===== src/hdl/direct_mapped_cache_stats_top_assert.svh =====
// Assertion macros used by the back end of the cache statistics block.
// Every macro samples on clk_i and is disabled while rst_ni is low.
`ifndef DIRECT_MAPPED_CACHE_STATS_TOP_ASSERT_SVH
`define DIRECT_MAPPED_CACHE_STATS_TOP_ASSERT_SVH

`ifndef SYNTHESIS

// Same-cycle implication.
`define DMCS_ASSERT_IMP(lbl, ante, cons) \
  lbl: assert property (@(posedge clk_i) disable iff (!rst_ni) (ante) |-> (cons)) \
    else $error("dmcs: assertion failed");

// Next-cycle implication.
`define DMCS_ASSERT_NXT(lbl, ante, cons) \
  lbl: assert property (@(posedge clk_i) disable iff (!rst_ni) (ante) |=> (cons)) \
    else $error("dmcs: assertion failed");

`else

`define DMCS_ASSERT_IMP(lbl, ante, cons)
`define DMCS_ASSERT_NXT(lbl, ante, cons)

`endif

`endif


===== src/hdl/dmcs_queue.sv =====
module dmcs_queue #(
  parameter int unsigned W = 43
) (
  input  logic         clk_i,
  input  logic         rst_ni,
  input  logic         push_i,
  input  logic [W-1:0] data_i,
  input  logic         pop_i,
  output logic [W-1:0] data_o,
  output logic         full_o,
  output logic         empty_o
);

  logic [W-1:0] slot_q [2];
  logic         wr_ptr_q;
  logic         rd_ptr_q;
  logic [1:0]   cnt_q;

  assign full_o  = (cnt_q == 2'd2);
  assign empty_o = (cnt_q == 2'd0);
  assign data_o  = slot_q[rd_ptr_q];

  always_ff @(posedge clk_i or negedge rst_ni) begin
    if (!rst_ni) begin
      wr_ptr_q <= 1'b0;
      rd_ptr_q <= 1'b0;
      cnt_q    <= 2'd0;
    end else begin
      if (push_i) begin
        wr_ptr_q <= !wr_ptr_q;
      end
      if (pop_i) begin
        rd_ptr_q <= !rd_ptr_q;
      end
      unique case ({push_i, pop_i})
        2'b10:   cnt_q <= cnt_q + 2'd1;
        2'b01:   cnt_q <= cnt_q - 2'd1;
        default: cnt_q <= cnt_q;
      endcase
    end
  end

  always_ff @(posedge clk_i) begin
    if (push_i) begin
      slot_q[wr_ptr_q] <= data_i;
    end
  end

endmodule


===== config.mk =====
export PLATFORM = sky130hd
export DESIGN_NAME = dmcs_queue
export DESIGN_NICKNAME = d
export VERILOG_FILES = /design/src/hdl/direct_mapped_cache_stats_top_assert.svh /design/src/hdl/dmcs_queue.sv
export SDC_FILE = /design/constraint.sdc
export NUM_CORES = 1
export LEC_CHECK = 0
export ABC_AREA = 1
export BUFFER_PORTS_ARGS = -buffer_cell sky130_fd_sc_hd__buf_2
export CORE_MARGIN = 4
export CORE_UTILIZATION = 54
export DETAILED_ROUTE_END_ITERATION = 12
export HOLD_SLACK_MARGIN = 0.02
export PLACE_DENSITY = 0.82
export SLEW_MARGIN = 20
export SYNTH_ARGS = -nofsm -noshare
export SYNTH_HDL_FRONTEND = slang
export SYNTH_SLANG_ARGS = --single-unit

===== constraint.sdc =====
create_clock -name clk_i -period 7.79 [get_ports clk_i]
set_input_delay 1.558 -clock clk_i [delete_from_list [all_inputs] [get_ports clk_i]]
set_output_delay 1.558 -clock clk_i [all_outputs]
set_load 0.01 [all_outputs]

==> summary.txt <==
Global routing
  – Gr usage total: 15.8%
  – First-pass GRT wire length: 8.90 mm
  – Largest net degree at the start of global routing: 88
  – Total global routing overflow: 0
  – Vias in the first global route: 2001
  – Initial antenna violation count: 0

Synth
  – Post-Syn Nets: 296
  – Post-synth top area share: 76.3%
  – Unique cell type count in the Yosys netlist: 16
  – Yosys top cell by area: edfxtp_1
  – Sequential fraction of the synthesis area: 79.2%
  – Cell area after synthesis: 3390 sq um
  – Average size of a mapped cell: 13.7 sq um
  – Most area-consuming cells after synthesis: edfxtp_1 (76%), o21ai_0 (5.6%), inv_1 (5.4%)
  – Yosys reg bits: 90
  – YS warnings: 0
  – Synthesized instance count: 248

Timing
  – RSZ-0062 raised after global routing: no
  – Fin. Hold Viols: 0
  – Final setup viols: 0
  – Layout Skew: 0.00845 ns
  – Fmax: 304 MHz
  – Setup tns final: 0 ns
  – Min Tclk post-route: 3.29 ns
  – Max-slew violations: 0
  – Fin crit share: 42.2%
  – Worst Max-Slew Pin Slew: 0.920 ns
  – Slew headroom: 38.6%

Pwr
  – Combinational share of power: 25.1%
  – Sw frac: 31.9%
  – Leak Pwr: 1.79 nW
  – Worst VDD drop: 0.337 mV
  – P_int: 0.000965 W
  – Power per cell area: 345 nW/um^2
  – Sequential Power Share: 51.3%
  – Clock power share: 23.6%
  – Net load switching power: 0.000453 W

Critical path
  – Setup crit end kind: output pin
  – CP Class: reg -> out
  – Critical Path Source Type: flip-flop
  – Worst-path maximum fanout: 87
  – Arr. time, crit path: 1.73 ns
  – WP data required: 6.23 ns

Floorplan
  – Site Rows: 28
  – Die width: 87.2 um
  – Die area: 7600 sq um
  – I/O pins: 92
  – Die H: 87.2 um
  – Core area: 5990 sq um
  – Initial Util: 56.5%

Drt
  – WL/cell: 13.3 um
  – Initial drt markers: 68
  – # DRC: 0
  – Remaining antenna violation count: 0
  – Routed vias/inst: 4.73
  – Total Routed Length: 5.60 mm
  – DR pass1 iterations: 4
  – Vias: 1995

Clock network
  – CTS root buf: clkbuf_8
  – CTS tree: built
  – Post-CTS Resized: 0
  – Post-CTS Repair Setup Buffers: 0
  – Sink Count: 90
  – Htree depth: 3
  – Cts bufs inserted: 9
  – Clock transition at path regs: 0.09 ns
  – Cts hold-fix bufs: 0
  – Clock buffer depth: 2
  – Insertion delay of the later-clocked pin in the worst-skew pair: 0.34 ns

Placement
  – DPL Wire Length: 3.76 mm
  – Final GP Congestion: 0.684
  – I/O Buffers: 91
  – Placed Cells: 406

Final layout
  – Area of the multi-input gates: 464 sq um
  – Layout cells sized above 1: 31.7%
  – Fill count: 464
  – Register area: 2690 sq um
  – Final std cells w/o fill: 422
  – P&R area growth vs syn: 21.4%
  – Layout Nets: 390
  – # diodes: 0

Min path
  – Tightest Hold Check Type: reg -> reg

Outcome
  – Outcome: finished clean

Job
  – Max_cap viols: 0
==> kinds of logic after synthesis <==
| logic type | after synthesis | synth area share, % |
|---|---|---|
| buffers and inverters | 58 | 7.28 |
| flip-flops | 90 | 79.2 |
| AO/OA/AOI/OAI | 43 | 6.36 |
| adder cells (fa/ha/maj) | 1 | 0.369 |
| XOR/XNOR | 3 | 0.776 |
| AND/OR/NAND/NOR | 53 | 5.99 |
==> critical path, cell delays in order (launching register included) <==
cell and delay [ns]:
dfrtp_4 0.90, o21ai_0 0.28, buf_2 0.20
==> Yosys cell counts (all sizes together) <==
cell    number
nand3        1
inv         49
o21ai       43
xor2         2
clkbuf       3
xnor2        1
nand4        1
nand2       48
edfxtp      86
dfrtp        4
ha           1
nor2         3
buf          6
==> metrics by stage <==
step / hold slack, ns / util (%) / total power (W) / setup slack [ns] / instance area (sq um)
floorplan: 0.463 / - / 0.000947 / 3.92 / 3390
finish: 0.538 / 68.6 / 0.00142 / 4.50 / 4110
global placement: 0.479 / 64.9 / 0.00109 / 4.48 / 3890
detailed placement: 0.513 / 65.0 / 0.00111 / 4.85 / 3890
CTS: 0.532 / 68.6 / 0.00144 / 4.47 / 4110
global route: 0.579 / 68.6 / 0.00152 / 4.28 / 4110
==> worst paths after layout <==
| path | from | end | slack (ns) | depth (start not counted) |
|---|---|---|---|---|
| max | rd_ptr_q | data_o[11] | 4.50 | 2 |
| min | cnt_q[1] | cnt_q[1] | 0.54 | 2 |
| max reg2reg | wr_ptr_q | slot_q[1][22] | 6.23 | 2 |
| min reg2reg | cnt_q[1] | cnt_q[1] | 0.54 | 2 |
| max in group asynchronous | rst_ni | rd_ptr_q | 6.64 | 1 |
| min in group asynchronous | rst_ni | cnt_q[1] | 1.01 | 1 |
==> power by group through the flow <==
stage / clock (W) / sequential, W / combinational [W]
after floorplan: 0 / 0.000680 / 0.000266
after global placement: 0 / 0.000734 / 0.000359
after detailed placement: 0 / 0.000741 / 0.000364
after CTS: 0.000342 / 0.000730 / 0.000365
after global routing: 0.000367 / 0.000747 / 0.000404
final: 0.000335 / 0.000727 / 0.000356
==> registers in the layout (all words and copies together) (netlist names) <==
name / flops
wr_ptr_q: 1
rd_ptr_q: 1
slot_q: 86
cnt_q: 2
==> placed cells by master, fill, tap and decap left out <==
master       n
clkinvlp_4   1
dfrtp_1      3
ha_1         1
nand3_1      1
dfrtp_4      1
nor2_4       1
clkbuf_8     9
inv_1       48
o21ai_1      5
xor2_1       2
bufinv_16    2
xnor2_1      1
edfxtp_1    86
nand4_1      1
buf_2       91
inv_2        1
clkinv_2     1
clkinv_1     1
o21ai_0     38
buf_4        1
nand2_1     48
clkinv_4     2
nor2_1       2
==> area by class of cell <==
cell class              instances  share of cell area, %
well taps                      75                   2.28
repair buffers                 92                   11.3
clock inverters                 7                   2.28
inverters                      49                   4.48
multi-input cells             100                   11.3
clock buffers                   9                   3.01
flip-flops and latches         90                   65.4
==> metal layers <==
metal / up-vias / wire length [um] / part of all wire [%] / global-route usage [%]
met5: - / 0 / 0 / 0
met4: 0 / 73 / 1.3 / 7.53
met3: 5 / 363 / 6.5 / 3.60
met2: 56 / 2950 / 53 / 27.1
met1: 922 / 2210 / 40 / 18.8
li1: 1012 / - / - / -
Note: power is estimated with default switching activity, not from simulation.
