`config.mk`:
```
export PLATFORM = sky130hd
export DESIGN_NAME = dmcs_front_flat
export DESIGN_NICKNAME = d
export VERILOG_FILES = /design/src/hdl/direct_mapped_cache_stats_top_assert.svh /design/src/hdl/dmcs_pkg.sv /design/src/hdl/dmcs_req_if.sv /design/src/hdl/dmcs_front.sv /design/src/flat_wrapper.sv
export SDC_FILE = /design/constraint.sdc
export NUM_CORES = 1
export LEC_CHECK = 0
export BUFFER_PORTS_ARGS = -buffer_cell sky130_fd_sc_hd__buf_4
export CAP_MARGIN = 20
export CORE_MARGIN = 3
export CORE_UTILIZATION = 58
export DETAILED_ROUTE_END_ITERATION = 12
export PLACE_DENSITY = 0.95
export SYNTH_ARGS = -nofsm -noshare
export SYNTH_HDL_FRONTEND = slang
export SYNTH_SLANG_ARGS = --single-unit
```
`constraint.sdc`:
```
create_clock -name vclk -period 7.8
set_input_delay 0.39 -clock vclk [all_inputs]
set_output_delay 0.39 -clock vclk [all_outputs]
set_load 0.02 [all_outputs]
```
`src/hdl/direct_mapped_cache_stats_top_assert.svh`:
```
// Assertion macros used by the back end of the cache statistics block.
// Every macro samples on clk_i and is disabled while rst_ni is low.
`ifndef DIRECT_MAPPED_CACHE_STATS_TOP_ASSERT_SVH
`define DIRECT_MAPPED_CACHE_STATS_TOP_ASSERT_SVH

`ifndef SYNTHESIS

// Same-cycle implication.
`define DMCS_ASSERT_IMP(lbl, ante, cons) \
  lbl: assert property (@(posedge clk_i) disable iff (!rst_ni) (ante) |-> (cons)) \
    else $error("dmcs: assertion failed");

// Next-cycle implication.
`define DMCS_ASSERT_NXT(lbl, ante, cons) \
  lbl: assert property (@(posedge clk_i) disable iff (!rst_ni) (ante) |=> (cons)) \
    else $error("dmcs: assertion failed");

`else

`define DMCS_ASSERT_IMP(lbl, ante, cons)
`define DMCS_ASSERT_NXT(lbl, ante, cons)

`endif

`endif

```
`src/hdl/dmcs_pkg.sv`:
```
package dmcs_pkg;

  localparam int unsigned CFG_IDX_W  = 2;
  localparam int unsigned CFG_DATA_W = 7;
  localparam int unsigned CNT_W      = 32;
  localparam int unsigned NUM_CNT    = 8;

  localparam logic [CNT_W-1:0] CNT_MAX = '1;

  localparam logic OP_READ  = 1'b0;
  localparam logic OP_WRITE = 1'b1;

  localparam logic [3:0] RST_OFFSET_WIDTH = 4'd5;
  localparam logic [3:0] RST_INDEX_WIDTH  = 4'd5;
  localparam logic [6:0] RST_BLOCK_WORDS  = 7'd8;

  typedef enum logic [CFG_IDX_W-1:0] {
    CFG_OFFSET_WIDTH = 2'd0,
    CFG_INDEX_WIDTH  = 2'd1,
    CFG_BLOCK_WORDS  = 2'd2
  } cfg_reg_e;

  typedef enum logic [2:0] {
    CNT_READS  = 3'd0,
    CNT_WRITES = 3'd1,
    CNT_RHIT   = 3'd2,
    CNT_RMISS  = 3'd3,
    CNT_WHIT   = 3'd4,
    CNT_WMISS  = 3'd5,
    CNT_MEMRD  = 3'd6,
    CNT_MEMWR  = 3'd7
  } cnt_e;

  typedef struct packed {
    logic [3:0] offset_width;
    logic [3:0] index_width;
    logic [6:0] block_words;
  } cfg_t;

endpackage

```
`src/hdl/dmcs_req_if.sv`:
```
interface dmcs_req_if;
  logic        valid;
  logic        ready;
  logic        op;
  logic [31:0] address;

  modport source (output valid, output op, output address, input ready);
  modport sink   (input valid, input op, input address, output ready);
endinterface

```
`src/hdl/dmcs_front.sv`:
```
module dmcs_front
  import dmcs_pkg::*;
#(
  parameter int unsigned MAX_LINES  = 1024,
  parameter int unsigned ADDR_WIDTH = 32
) (
  input  cfg_t                            cfg_i,
  input  logic                            full_i,
  input  logic                            busy_i,
  dmcs_req_if.sink                        req,
  output logic                            push_o,
  output logic [((ADDR_WIDTH < 32) ? ADDR_WIDTH : 32) +
               ((MAX_LINES > 1) ? $clog2(MAX_LINES) : 1) : 0] entry_o
);

  localparam int unsigned AW  = (ADDR_WIDTH < 32) ? ADDR_WIDTH : 32;
  localparam int unsigned LW  = (MAX_LINES > 1) ? $clog2(MAX_LINES) : 1;
  localparam int unsigned LIM = $clog2(MAX_LINES + 1) - 1;
  localparam int unsigned SW  = (AW > LW) ? AW : LW;

  logic [AW-1:0] addr_m;
  logic [4:0]    iw_eff;
  logic [SW-1:0] shifted;
  logic [LW-1:0] idx_mask;
  logic [LW-1:0] idx;
  logic [5:0]    tag_shift;
  logic [AW-1:0] tag;

  // Drop address bits above the configured address width.
  assign addr_m = req.address[AW-1:0];

  // Clamp the index width so every index names a real line.
  assign iw_eff = ({1'b0, cfg_i.index_width} > 5'(LIM)) ? 5'(LIM)
                                                        : {1'b0, cfg_i.index_width};

  assign shifted = SW'(addr_m) >> cfg_i.offset_width;

  always_comb begin
    for (int j = 0; j < int'(LW); j++) begin
      idx_mask[j] = (32'(j) < 32'(iw_eff));
    end
  end

  assign idx       = shifted[LW-1:0] & idx_mask;
  assign tag_shift = 6'(cfg_i.offset_width) + 6'(iw_eff);
  assign tag       = addr_m >> tag_shift;

  assign req.ready = !full_i && !busy_i;
  assign push_o    = req.valid && req.ready;
  assign entry_o   = {req.op == OP_WRITE, idx, tag};

endmodule

```
`src/flat_wrapper.sv`:
```
// flat-port wrapper written by rule: the top's interface ports become plain ports
module dmcs_front_flat import dmcs_pkg::*;
#(
  parameter int unsigned MAX_LINES  = 1024,
  parameter int unsigned ADDR_WIDTH = 32
)
  (cfg_i, full_i, busy_i, push_o, entry_o, req_valid, req_op, req_address, req_ready);
  dmcs_req_if req_i ();
  input  cfg_t cfg_i;
  input  logic full_i;
  input  logic busy_i;
  output logic push_o;
  output logic [((ADDR_WIDTH < 32) ? ADDR_WIDTH : 32) +
               ((MAX_LINES > 1) ? $clog2(MAX_LINES) : 1) : 0] entry_o;
  input wire logic [$bits(req_i.valid)-1:0] req_valid;
  input wire logic [$bits(req_i.op)-1:0] req_op;
  input wire logic [$bits(req_i.address)-1:0] req_address;
  output wire logic [$bits(req_i.ready)-1:0] req_ready;
  assign req_i.valid = req_valid;
  assign req_i.op = req_op;
  assign req_i.address = req_address;
  assign req_ready = req_i.ready;
  dmcs_front #(.MAX_LINES(MAX_LINES), .ADDR_WIDTH(ADDR_WIDTH)) u_core (.cfg_i(cfg_i), .full_i(full_i), .busy_i(busy_i), .req(req_i), .push_o(push_o), .entry_o(entry_o));
endmodule
```
==> impl_metrics.json <==
{
  "fin_total_pwr_w": 0.000502,
  "final_max_slew_viol_count": 0,
  "flow.area_growth_from_synthesis_pct": 19.9,
  "worstPathArrival_ps": 3960,
  "leakage_nw": 1.49,
  "path_cells": "buf_4, o21ai_2, nand3_1, fa_1, inv_2, mux4_1, mux4_2, o2bb2ai_1, a31oi_1, buf_4",
  "nClkBuffers": 0,
  "mappedNetlistArea_um2": 2810,
  "timing.hold.worst.class": "input pin to primary output",
  "critical_path.max_stage_delay_ps": 750,
  "cts_setup_buffers": 0,
  "die_area_um2": 5710,
  "final-hold-violation-count": 0,
  "io-pin-count": 96,
  "timing.critical_path.mode_cell": "buf_4",
  "cts_hold_buf": 0,
  "antenna_cells": 0,
  "footprint_of_the_flip_flops_and_latches_um2": 0,
  "groute.usage.overall_pct": 28.2,
  "fill_cells": 337,
  "path_max_fanout": 25,
  "slew_headroom_pct": 25.0,
  "design.core.area_um2": 4500,
  "power_per_cell_area_nw_per_um2": 149,
  "routedWlPerCell_um": 20.3,
  "seq_area_frac_synth_pct": 0,
  "netlist.top_cell.by_area": "mux4_2",
  "die_x_um": 75.5,
  "min_period_ps": 4350,
  "grt_remaining_overflow": 0,
  "count_of_nets_after_finishing": 414,
  "drt_drc_violations_left": 0,
  "timing.setup.tns_ps": 0,
  "setup_viol_count_final": 0,
  "grt_pass1_vias": 2640,
  "synth.lib_cells_used.distinct": 62,
  "grt_first_pass_wirelength_um": 12700,
  "drtIter0Drc": 441,
  "initial_utilization_pct": 62.3,
  "dp_hpwl_um": 6580,
  "grt_max_degree": 34,
  "routed_wl_um": 8310,
  "setup.worst_path.start_class": "input pin",
  "timing.final.crit_share_pct": 55.7,
  "rsz0062_at_grt": "false",
  "tightest_slew_ps": 1120,
  "cts_repair_resize_count": 0,
  "synth_area_leaders": "mux4_2 (18%), mux4_1 (18%), mux2i_1 (12%), nor2_1 (4.4%), mux2_2 (4.4%)",
  "post_route_cells_drive_above_1_share_pct": 38.7,
  "io_buffers": 87,
  "route.detailed.vias_per_inst": 7.34,
  "worst_path_max_delay_cell": "mux4_1",
  "final_antenna_net_count": 0,
  "timing.setup.critical_path_class": "input pin to primary output",
  "nFlopsAndLatches": 0,
  "post_synth.cell_area_avg_um2": 9.41,
  "power.ir.vdd_worst_v": 0.0000780,
  "cap_violations": 0,
  "drt_first_pass_iters": 5,
  "die_h_um": 75.5,
  "routabilityCongestion": 0.980,
  "initial_antenna_violation_count": 0,
  "cp-end-kind": "primary output",
  "placementRows": 24,
  "synth_top_area_share_pct": 18.5,
  "synthCells": 298,
  "synth.yosys.warnings": 0,
  "max_clock_freq_mhz": 230,
  "timing.critical_path.buf_inv": 3,
  "critPathTopFamily": "multiplexers",
  "vias": 3003,
  "status": "finished clean",
  "synth_fp_nets": 353,
  "cp.required_ps": 7410
}
[final cells by class]
cell class	instances	area, um2	area share [%]
Timing Repair Buffer	89	668	19.9
Tap cell	52	65.1	1.93
Inverter	6	22.5	0.669
Multi-Input combinational cell	262	2610	77.5
[synthesized netlist by cell type (all sizes together) (2+ instances only)]
cell type / instances
a211oi: 8
a21oi: 16
a221oi: 3
a22oi: 2
a311o: 2
a31oi: 2
a32oi: 2
and2: 5
and3: 9
buf: 19
clkbuf: 11
ha: 3
inv: 5
mux2: 13
mux2i: 35
mux4: 42
nand2: 26
nand3: 8
nor2: 33
nor2b: 11
o211a: 2
o21a: 3
o21ai: 8
o22ai: 4
o2bb2ai: 2
[cell usage in the layout, fill, tap and decap left out, types with 9 or more instances in the layout]
master and n:
a21oi_1 16, and3_1 9, buf_4 89, mux2_2 11, mux2i_1 34, mux4_1 19, mux4_2 23, nand2_1 26
nor2_1 33, nor2b_1 11
[metrics by stage]
stage	utilization, %	hold slack, ps	cell area, um2	instances	setup WS (ps)
after CTS	74.7	780	3360	409	3480
after detailed placement	74.7	780	3360	409	3470
after floorplan	-	860	2810	298	3790
after global routing	74.7	780	3360	409	3290
after global placement	74.7	780	3360	409	3560
final	74.7	780	3360	409	3450
[report_power, final]
group	internal, W	switching [W]
clock network	0	0
registers	0	0
logic	0.000231	0.000271
total	0.000231	0.000271
[layer usage]
layer,vias to the layer above,part of all wire (%),GRT usage (%)
met1,1456,40,41.5
li1,1332,-,-
met3,16,8.7,1.19
met4,0,0.88,3.30
met5,-,0,0
met2,199,51,47.8
[path summary, 6_finish.rpt]
check,startpoint,endpoint,depth (start not counted)
max,cfg_i[9],entry_o[3],10
min,req_op,entry_o[42],0
[kinds of logic after synthesis]
group / Yosys count / synth area share [%]
buffers and inverters: 36 / 7.27
multiplexers: 90 / 54.7
AND/OR/NAND/NOR: 99 / 16.9
adder cells (fa/ha/maj): 4 / 2.05
XOR/XNOR: 2 / 0.625
AO/OA/AOI/OAI: 67 / 18.4
(Power assumes the default switching activity.)
